File: config.mk
export PLATFORM = sky130hd
export DESIGN_NAME = fire_alarm_detector_door_table_unit
export DESIGN_NICKNAME = d
export VERILOG_FILES = /design/src/rtl/core/fadt_pkg.sv /design/src/rtl/core/fadt_front.sv /design/src/rtl/core/fadt_queue.sv /design/src/rtl/core/fadt_back.sv /design/src/rtl/core/fire_alarm_detector_door_table_unit.sv
export VERILOG_INCLUDE_DIRS = /design/src /design/src/rtl/core
export SDC_FILE = /design/constraint.sdc
export NUM_CORES = 2
export LEC_CHECK = 0
export ABC_AREA = 1
export BUFFER_PORTS_ARGS = -buffer_cell sky130_fd_sc_hd__buf_2
export CELL_PAD_IN_SITES_DETAIL_PLACEMENT = 0
export CELL_PAD_IN_SITES_GLOBAL_PLACEMENT = 2
export CORE_ASPECT_RATIO = 1.25
export CORE_MARGIN = 8
export CORE_UTILIZATION = 35
export DETAILED_ROUTE_END_ITERATION = 7
export PLACE_DENSITY_LB_ADDON = 0.3
export SYNTH_ARGS = -nofsm -noshare
export SYNTH_HDL_FRONTEND = slang
export SYNTH_SLANG_ARGS = --single-unit
File: constraint.sdc
create_clock -name clk -period 12.13 [get_ports clk]
set_clock_uncertainty 0.1 [all_clocks]
set_input_delay 2.426 -clock clk [delete_from_list [all_inputs] [get_ports clk]]
set_output_delay 2.426 -clock clk [all_outputs]
set_load 0.1 [all_outputs]
File: src/rtl/core/fire_alarm_detector_door_table_unit_assert.svh
// assertion macros used by the rtl of the fire alarm door table unit
// no dependencies; included by fadt_back, which checks its own logic
`ifndef FIRE_ALARM_DETECTOR_DOOR_TABLE_UNIT_ASSERT_SVH
`define FIRE_ALARM_DETECTOR_DOOR_TABLE_UNIT_ASSERT_SVH
`ifndef SYNTHESIS
`define FADT_ASSERT(label, clk, rst, prop) \
  label: assert property (@(posedge clk) disable iff (rst) (prop)) \
    else $error("fadt assertion failed");
`define FADT_NEVER(label, clk, rst, cond) \
  label: assert property (@(posedge clk) disable iff (rst) !(cond)) \
    else $error("fadt forbidden condition seen");
`else
`define FADT_ASSERT(label, clk, rst, prop)
`define FADT_NEVER(label, clk, rst, cond)
`endif
`endif

File: src/rtl/core/fadt_pkg.sv
// types, codes and sizes shared by the fire alarm door table unit
// no dependencies; imported by every module of the block
package fadt_pkg;

  localparam int DOOR_SLOTS  = 32;
  localparam int SLOT_W      = (DOOR_SLOTS > 1) ? $clog2(DOOR_SLOTS) : 1;
  localparam int CNT_W       = $clog2(DOOR_SLOTS + 1);
  localparam int QUEUE_DEPTH = 2;
  localparam int QPTR_W      = (QUEUE_DEPTH > 1) ? $clog2(QUEUE_DEPTH) : 1;
  localparam int QCNT_W      = $clog2(QUEUE_DEPTH + 1);
  localparam int SINCE_W     = 25;
  localparam int CFG_W       = 24;

  localparam logic signed [15:0] THRESHOLD_RESET = 16'sd12800;
  localparam logic [7:0]         MIN_DET_RESET   = 8'd5;
  localparam logic [23:0]        PERIOD_RESET    = 24'd2000000;

  typedef enum logic [1:0] {
    CMD_TICK = 2'd0,
    CMD_TEMP = 2'd1,
    CMD_FIRE = 2'd2,
    CMD_DOOR = 2'd3
  } cmd_t;

  typedef enum logic [1:0] {
    REG_THRESHOLD = 2'd0,
    REG_MIN_DET   = 2'd1,
    REG_PERIOD    = 2'd2
  } reg_index_t;

  typedef enum logic [1:0] {
    KIND_CONFIRM    = 2'd0,
    KIND_OPEN       = 2'd1,
    KIND_ALARM_ONLY = 2'd2
  } kind_t;

  typedef enum logic {
    OP_ALARM    = 1'b0,
    OP_REGISTER = 1'b1
  } op_t;

  typedef enum logic [1:0] {
    B_IDLE   = 2'd0,
    B_EMIT   = 2'd1,
    B_SEARCH = 2'd2
  } bstate_t;

  typedef struct packed {
    op_t         op;
    logic [31:0] addr;
    logic [15:0] port;
  } job_t;

  typedef struct packed {
    logic valid;
    logic full;
  } qstat_t;

endpackage

File: src/rtl/core/fadt_front.sv
// front end: takes requests, keeps the hot sample detector and config registers
// depends on fadt_pkg; pushes alarm and registration jobs into the queue
module fadt_front (
  input  logic                   clk,
  input  logic                   rst,
  input  logic                   accept,
  input  logic [1:0]             cmd,
  input  logic signed [15:0]     temperature,
  input  logic [31:0]            dest_addr,
  input  logic [15:0]            dest_port,
  input  logic                   cfg_we,
  input  logic [1:0]             cfg_index,
  input  logic [fadt_pkg::CFG_W-1:0] cfg_data,
  output logic                   push,
  output fadt_pkg::job_t         push_job
);
  import fadt_pkg::*;

  logic signed [15:0]   hot_thr;
  logic [7:0]           hot_limit;
  logic [23:0]          hot_window;
  logic [SINCE_W-1:0]   since_last_hot;
  logic [SINCE_W-1:0]   since_last_hot_next;
  logic [7:0]           hot_count;
  logic [7:0]           hot_count_next;
  logic [7:0]           hc_eff;
  logic                 hot;

  assign hot    = temperature >= hot_thr;
  // count restarts when the last hot sample is too old
  assign hc_eff = (since_last_hot > {1'b0, hot_window}) ? 8'd0 : hot_count;

  always_comb begin
    since_last_hot_next = since_last_hot;
    hot_count_next      = hot_count;
    push                = 1'b0;
    push_job.op         = OP_ALARM;
    push_job.addr       = dest_addr;
    push_job.port       = dest_port;
    if (accept) begin
      case (cmd_t'(cmd))
        CMD_TICK: begin
          if (since_last_hot != {SINCE_W{1'b1}}) begin
            since_last_hot_next = since_last_hot + SINCE_W'(1);
          end
        end
        CMD_TEMP: begin
          if (hot) begin
            since_last_hot_next = '0;
            if (hc_eff < hot_limit) begin
              hot_count_next = hc_eff + 8'd1;
            end else begin
              hot_count_next = hc_eff;
              push           = 1'b1;
            end
          end
        end
        CMD_FIRE: begin
          push = 1'b1;
        end
        CMD_DOOR: begin
          push        = 1'b1;
          push_job.op = OP_REGISTER;
        end
        default: begin
          push = 1'b0;
        end
      endcase
    end
  end

  always_ff @(posedge clk) begin
    if (rst) begin
      hot_thr        <= THRESHOLD_RESET;
      hot_limit      <= MIN_DET_RESET;
      hot_window     <= PERIOD_RESET;
      since_last_hot <= {SINCE_W{1'b1}};
      hot_count      <= '0;
    end else begin
      since_last_hot <= since_last_hot_next;
      hot_count      <= hot_count_next;
      if (cfg_we) begin
        case (cfg_index)
          REG_THRESHOLD: hot_thr    <= cfg_data[15:0];
          REG_MIN_DET:   hot_limit  <= cfg_data[7:0];
          REG_PERIOD:    hot_window <= cfg_data[23:0];
          default:       ;
        endcase
      end
    end
  end

endmodule

File: src/rtl/core/fadt_queue.sv
// short job queue between the front end and the back end
// depends on fadt_pkg for the job type and depth
module fadt_queue (
  input  logic            clk,
  input  logic            rst,
  input  logic            push,
  input  fadt_pkg::job_t  push_job,
  input  logic            pop,
  output fadt_pkg::job_t  head,
  output fadt_pkg::qstat_t stat
);
  import fadt_pkg::*;

  job_t              slots [QUEUE_DEPTH];
  logic [QPTR_W-1:0] wr_ptr;
  logic [QPTR_W-1:0] rd_ptr;
  logic [QCNT_W-1:0] count;

  assign head       = slots[rd_ptr];
  assign stat.valid = count != '0;
  assign stat.full  = count == QCNT_W'(QUEUE_DEPTH);

  always_ff @(posedge clk) begin
    if (push) begin
      slots[wr_ptr] <= push_job;
    end
  end

  always_ff @(posedge clk) begin
    if (rst) begin
      wr_ptr <= '0;
      rd_ptr <= '0;
      count  <= '0;
    end else begin
      if (push) begin
        wr_ptr <= (wr_ptr == QPTR_W'(QUEUE_DEPTH - 1)) ? '0 : wr_ptr + QPTR_W'(1);
      end
      if (pop) begin
        rd_ptr <= (rd_ptr == QPTR_W'(QUEUE_DEPTH - 1)) ? '0 : rd_ptr + QPTR_W'(1);
      end
      if (push && !pop) begin
        count <= count + QCNT_W'(1);
      end else if (pop && !push) begin
        count <= count - QCNT_W'(1);
      end
    end
  end

endmodule

File: src/rtl/core/fadt_back.sv
// back end: door table memory, alarm latch, open command and confirm sequencer
// depends on fadt_pkg and the assertion macro header
`include "fire_alarm_detector_door_table_unit_assert.svh"
module fadt_back (
  input  logic             clk,
  input  logic             rst,
  input  fadt_pkg::job_t   head,
  input  fadt_pkg::qstat_t qstat,
  output logic             pop,
  output logic             strobe,
  output logic [1:0]       kind,
  output logic [31:0]      out_addr,
  output logic [15:0]      out_port,
  output logic             alarm_active,
  output logic             last
);
  import fadt_pkg::*;

  logic [47:0]       table_mem [DOOR_SLOTS];

  bstate_t           state;
  bstate_t           state_next;
  job_t              job;
  logic [CNT_W-1:0]  held;
  logic              alarm_latch;
  logic [CNT_W-1:0]  rd_idx;
  logic [CNT_W-1:0]  data_idx;
  logic              data_vld;
  logic [47:0]       rdata;

  logic              issue;
  logic              hit;
  logic              at_end;
  logic              finish;
  logic              wr_en;
  logic [47:0]       wr_data;
  logic              res_vld;
  kind_t             res_kind;
  logic [31:0]       res_addr;
  logic [15:0]       res_port;
  logic              res_alarm;
  logic              res_last;

  assign hit    = data_vld && (rdata == {job.addr, job.port});
  assign at_end = data_vld && ((data_idx + CNT_W'(1)) == held);
  assign finish = (state == B_EMIT) ? at_end : (hit || at_end);

  always_comb begin
    state_next = state;
    case (state)
      B_IDLE: begin
        if (pop && held != '0) begin
          state_next = (head.op == OP_ALARM) ? B_EMIT : B_SEARCH;
        end
      end
      B_EMIT, B_SEARCH: begin
        if (finish) begin
          state_next = B_IDLE;
        end
      end
      default: state_next = B_IDLE;
    endcase
  end

  always_comb begin
    pop       = 1'b0;
    issue     = 1'b0;
    wr_en     = 1'b0;
    wr_data   = {job.addr, job.port};
    res_vld   = 1'b0;
    res_kind  = KIND_CONFIRM;
    res_addr  = job.addr;
    res_port  = job.port;
    res_alarm = alarm_latch;
    res_last  = 1'b1;
    case (state)
      B_IDLE: begin
        pop = qstat.valid;
        if (pop && held == '0) begin
          res_vld = 1'b1;
          if (head.op == OP_ALARM) begin
            res_kind  = KIND_ALARM_ONLY;
            res_addr  = '0;
            res_port  = '0;
            res_alarm = 1'b1;
          end else begin
            // empty table: no search needed
            wr_en    = 1'b1;
            wr_data  = {head.addr, head.port};
            res_addr = head.addr;
            res_port = head.port;
          end
        end
      end
      B_EMIT: begin
        issue = !finish && (rd_idx < held);
        if (data_vld) begin
          res_vld   = 1'b1;
          res_kind  = KIND_OPEN;
          res_addr  = rdata[47:16];
          res_port  = rdata[15:0];
          res_alarm = 1'b1;
          res_last  = at_end;
        end
      end
      B_SEARCH: begin
        issue = !finish && (rd_idx < held);
        if (at_end && !hit && held != CNT_W'(DOOR_SLOTS)) begin
          wr_en   = 1'b1;
          res_vld = 1'b1;
        end
      end
      default: ;
    endcase
  end

  // one write port at the fill count, one registered read port
  always_ff @(posedge clk) begin
    if (wr_en) begin
      table_mem[held[SLOT_W-1:0]] <= wr_data;
    end
    if (issue) begin
      rdata <= table_mem[rd_idx[SLOT_W-1:0]];
    end
  end

  always_ff @(posedge clk) begin
    if (pop) begin
      job <= head;
    end
    if (issue) begin
      data_idx <= rd_idx;
    end
    kind         <= res_kind;
    out_addr     <= res_addr;
    out_port     <= res_port;
    alarm_active <= res_alarm;
    last         <= res_last;
  end

  always_ff @(posedge clk) begin
    if (rst) begin
      state       <= B_IDLE;
      held        <= '0;
      alarm_latch <= 1'b0;
      rd_idx      <= '0;
      data_vld    <= 1'b0;
      strobe      <= 1'b0;
    end else begin
      state    <= state_next;
      data_vld <= issue;
      strobe   <= res_vld;
      if (pop) begin
        rd_idx <= '0;
      end else if (issue) begin
        rd_idx <= rd_idx + CNT_W'(1);
      end
      if (pop && head.op == OP_ALARM) begin
        alarm_latch <= 1'b1;
      end
      if (wr_en) begin
        held <= held + CNT_W'(1);
      end
    end
  end

  `FADT_ASSERT(a_open_has_alarm, clk, rst, (strobe && kind == KIND_OPEN) |-> alarm_active)
  `FADT_NEVER(a_held_bound, clk, rst, held > CNT_W'(DOOR_SLOTS))
  `FADT_ASSERT(a_write_counts, clk, rst, wr_en |=> (held == $past(held) + CNT_W'(1)))

endmodule

File: src/rtl/core/fire_alarm_detector_door_table_unit.sv
// top level of the fire alarm detector with emergency door table
// depends on fadt_pkg, fadt_front, fadt_queue and fadt_back
//
// Requests: a request (cmd, temperature, dest_addr, dest_port) is taken at a
// rising edge with start high and busy low. Ticks and temperature samples are
// finished in the front end in the cycle they are taken. Fire events, alarm
// raising samples and door registrations go to a two entry job queue; busy is
// high only while that queue is full.
// Results: each result is on kind, out_addr, out_port, alarm_active and last
// for one cycle with strobe high. The receiver cannot stall; results are
// never held back. last marks the final result of a request.
// Jobs: a job leaves the queue when the back end is idle. An alarm then gives
// one open command per cycle, or one alarm only result with no doors. A
// registration reads the door memory one entry a cycle, stopping at a match;
// the single read port of the door memory sets this rate.
// Config: cfg_we, cfg_index, cfg_data write a register in the cycle given.
// Reset: synchronous rst restores register defaults, clears the alarm latch,
// detection count and door count; the door memory needs no clearing.
module fire_alarm_detector_door_table_unit (
  input  logic                   clk,
  input  logic                   rst,
  input  logic                   start,
  output logic                   busy,
  input  logic [1:0]             cmd,
  input  logic signed [15:0]     temperature,
  input  logic [31:0]            dest_addr,
  input  logic [15:0]            dest_port,
  input  logic                   cfg_we,
  input  logic [1:0]             cfg_index,
  input  logic [fadt_pkg::CFG_W-1:0] cfg_data,
  output logic                   strobe,
  output logic [1:0]             kind,
  output logic [31:0]            out_addr,
  output logic [15:0]            out_port,
  output logic                   alarm_active,
  output logic                   last
);
  import fadt_pkg::*;

  logic   accept;
  logic   push;
  job_t   push_job;
  job_t   head;
  qstat_t qstat;
  logic   pop;

  assign busy   = qstat.full;
  assign accept = start && !busy;

  fadt_front u_front (
    .clk         (clk),
    .rst         (rst),
    .accept      (accept),
    .cmd         (cmd),
    .temperature (temperature),
    .dest_addr   (dest_addr),
    .dest_port   (dest_port),
    .cfg_we      (cfg_we),
    .cfg_index   (cfg_index),
    .cfg_data    (cfg_data),
    .push        (push),
    .push_job    (push_job)
  );

  fadt_queue u_queue (
    .clk      (clk),
    .rst      (rst),
    .push     (push),
    .push_job (push_job),
    .pop      (pop),
    .head     (head),
    .stat     (qstat)
  );

  fadt_back u_back (
    .clk          (clk),
    .rst          (rst),
    .head         (head),
    .qstat        (qstat),
    .pop          (pop),
    .strobe       (strobe),
    .kind         (kind),
    .out_addr     (out_addr),
    .out_port     (out_port),
    .alarm_active (alarm_active),
    .last         (last)
  );

endmodule

==> out/qor.yml <==
setup.worst_path.class: "reg2reg"
worstHoldPathCells: 1
drt_first_iter_violations: 5102
crit_arrival_ns: 5.31
hold_class: "reg2reg"
grt_busiest_layer: "met2"
nets: 6301
tightest_slew_ns: 1.36
startpoint_type: "flip-flop"
htree_levels: 4
relSlewSlack: 0.0939
cp.required_ns: 12.48
clk_path_buf_depth: 3
grt_usage: 0.200
grt_use_met2: 0.335
area_delta_synth_final_pct: 13.5
syn-cell-area_um2: 75400
setup_tns_ns: 0
antenna_found_initial: 13
grt_pass1_vias: 47700
r2r_slack_ns: 7.17
rows: 190
ys_ff_latch: 1891
numCtsBuffers: 182
final_cell_mix: "edfxtp_1 (1,736), o21ai_0 (886), nor2_1 (876)"
wire_per_inst_um: 26.0
power_density_nw_per_um2: 227
status: "finished, final reports clean"
met1_usage: 0.270
r2r_start: "u_back.held[0]$_SDFFE_PP0P_"
min_period_ns: 4.96
yosysUniqueCellTypes: 49
vias_per_cell: 5.38
grt_max_degree: 203
grt_pass1_wl_um: 340000
die_area_um2: 231000
seq_area_um2: 55200
pre_cts_ws_ns: 6.71
setup_ws_ns: 7.17
reg2reg_depth: 11
cap_violations: 0
clock_latency_ns: 0.83
cts_resized: 0
hp-start: "u_queue.rd_ptr$_SDFFE_PP0P_"
fill_cells: 20200
dp_hpwl_um: 129000
multi_input_area_um2: 18100
cp-end-kind: "flip-flop"
clock-sinks: 1891
hold_viol_final: 0
vdd_drop_max_mv: 0.118
grtUsageMet3: 0.0301
r2r-end: "u_back.table_mem[23][29]$_DFFE_PP_"
place.gp.congestion: 0.792
die_w_um: 431
port_buffers: 149
drc: 0
p_leak_uw: 0.0290
cts_setup_buffers: 0
finalCritPeriodShare: 0.409
final_max_slew_viol_count: 0
synth_cells: 6045
final_common_cell: "edfxtp_1"
cts_tree: "yes"
routed_wirelength_um: 239000
rsz0062_at_grt: "no"
ys_seq_area_frac: 0.732
io_pins: 150
yosys_warnings: 0
ant_nets: 0
via_count: 49300
path_max_fanout: 35
path_clk_slew_ns: 0.07
max_freq_mhz: 202
setup_viol: 0
fp.coreArea_um2: 214000
clock-root-buffer: "clkbuf_16"
initial_core_util: 0.352
grt.overflow.total: 0
ctsHoldBuffers: 0
avgSynthCellArea_um2: 12.5
drive_gt1_frac: 0.104
drt-pass1-iter-count: 5
dieHeight_um: 535
synth_nets: 6206
cell usage after synthesis, drive strengths merged:
| master | count | area (µm²) |
|---|---|---|
| clkbuf | 299 | 1120 |
| nor2 | 915 | 3460 |
| o21ai | 961 | 4810 |
| nand3 | 138 | 696 |
| nor3 | 27 | 151 |
| nor4b | 1 | 8.76 |
| a31oi | 1 | 6.26 |
| edfxtp | 1736 | 52100 |
| xor2 | 26 | 228 |
| dfxtp | 155 | 3100 |
| ha | 65 | 813 |
| a2111oi | 1 | 8.76 |
| a211oi | 3 | 22.5 |
| clkinv | 5 | 18.8 |
| o2111ai | 2 | 17.5 |
| xnor2 | 17 | 149 |
| mux2i | 1 | 10.0 |
| o311ai | 13 | 114 |
| inv | 293 | 1100 |
| nand3b | 1 | 7.51 |
| o21bai | 3 | 22.5 |
| nor4 | 12 | 87.6 |
| a21o | 2 | 15.0 |
| and3 | 1 | 6.26 |
| buf | 73 | 367 |
| o21a | 2 | 15.0 |
| nor3b | 4 | 30.0 |
| o31ai | 2 | 20.0 |
| o221ai | 165 | 1450 |
| a21oi | 103 | 515 |
| a21boi | 1 | 18.8 |
| a41oi | 1 | 16.3 |
| o22ai | 238 | 1490 |
| o211ai | 72 | 541 |
| nand2 | 638 | 2420 |
| nand4 | 68 | 425 |
metrics by stage:
step	utilization	total power, µW	hold slack (ns)	cell area (µm²)	instances
after floorplan	-	12000	0.326	75400	6045
after global placement	0.373	14000	0.340	79900	8836
after detailed placement	0.373	14100	0.335	79900	8836
after CTS	0.399	19500	0.346	85600	9164
after global routing	0.399	20200	0.380	85600	9166
final	0.399	19400	0.355	85600	9168
critical path: stages, from the launching register on:
cell and delay [ns]:
dfxtp_1 0.39, inv_1 0.13, ha_1 0.19, nand3_1 0.21
nor2_1 0.28, inv_1 0.12, nor2_1 0.13, nand2_1 0.25
nand2_1 0.47, nand2_1 0.60, nor2_4 0.75, buf_4 0.88
report_power, final:
group          leakage (µW)  total (µW)  internal [µW]  switching, µW
logic               0.00923        5140           1010           4120
clock network       0.00276        5490           3030           2460
registers            0.0170        8800           8630            170
total                0.0290       19400          12700           6750
flip-flops by register name, indices dropped and copies added (netlist names), 2 cells and up, named ones only:
register                cells
u_back.out_addr            32
u_back.out_port            16
u_back.kind                 2
u_queue.slots              98
u_back.rd_idx               6
u_back.job                 48
u_front.hot_window         24
u_front.hot_count           8
u_back.rdata               48
u_front.hot_thr            16
u_back.state                2
u_back.held                 6
u_back.data_idx             6
u_front.hot_limit           8
u_front.since_last_hot     25
u_queue.count               2
u_back.table_mem         1536
layer usage:
| layer | part of all wire | vias to the layer above | routed length [µm] |
|---|---|---|---|
| met2 | 0.48 | 1639 | 114000 |
| met3 | 0.064 | 345 | 15200 |
| met1 | 0.43 | 25000 | 103000 |
| met4 | 0.027 | 2 | 6480 |
| li1 | - | 22300 | - |
| met5 | 0.000071 | - | 17 |
logic make-up after synthesis:
family                     after synthesis  synth area share
buffers and inverters                  670            0.0346
xor gates and xnor gates                43           0.00499
muxes                                    1          0.000133
and+or+nand+nor                       1805            0.0967
adders and majority gates               65            0.0108
DFF                                   1891             0.732
AOI/OAI and AO/OA                     1570             0.120
area by class of cell:
class	instances	area share
Multi-Input combinational cell	3484	0.211
Antenna cell	4	0.000117
Tap cell	2880	0.0421
Inverter	298	0.0135
Timing Repair Buffer	283	0.0213
Clock buffer	239	0.0566
Clock inverter	89	0.00965
Sequential cell	1891	0.646
how the worst max path moves through the flow:
stage / start / depth (start not counted) / end
final: u_back.held[0]$_SDFFE_PP0P_ / 11 / u_back.table_mem[23][29]$_DFFE_PP_
after floorplan: temperature[1] / 12 / u_queue.slots[0][0]$_DFFE_PP_
after detailed placement: temperature[9] / 13 / u_queue.slots[0][31]$_DFFE_PP_
after global placement: temperature[9] / 13 / u_queue.slots[0][3]$_DFFE_PP_
after CTS: u_back.job[11]$_DFFE_PP_ / 13 / u_back.table_mem[11][22]$_DFFE_PP_
after global routing: u_back.held[0]$_SDFFE_PP0P_ / 11 / u_back.table_mem[23][45]$_DFFE_PP_
Note: power is estimated with default switching activity, not from simulation.
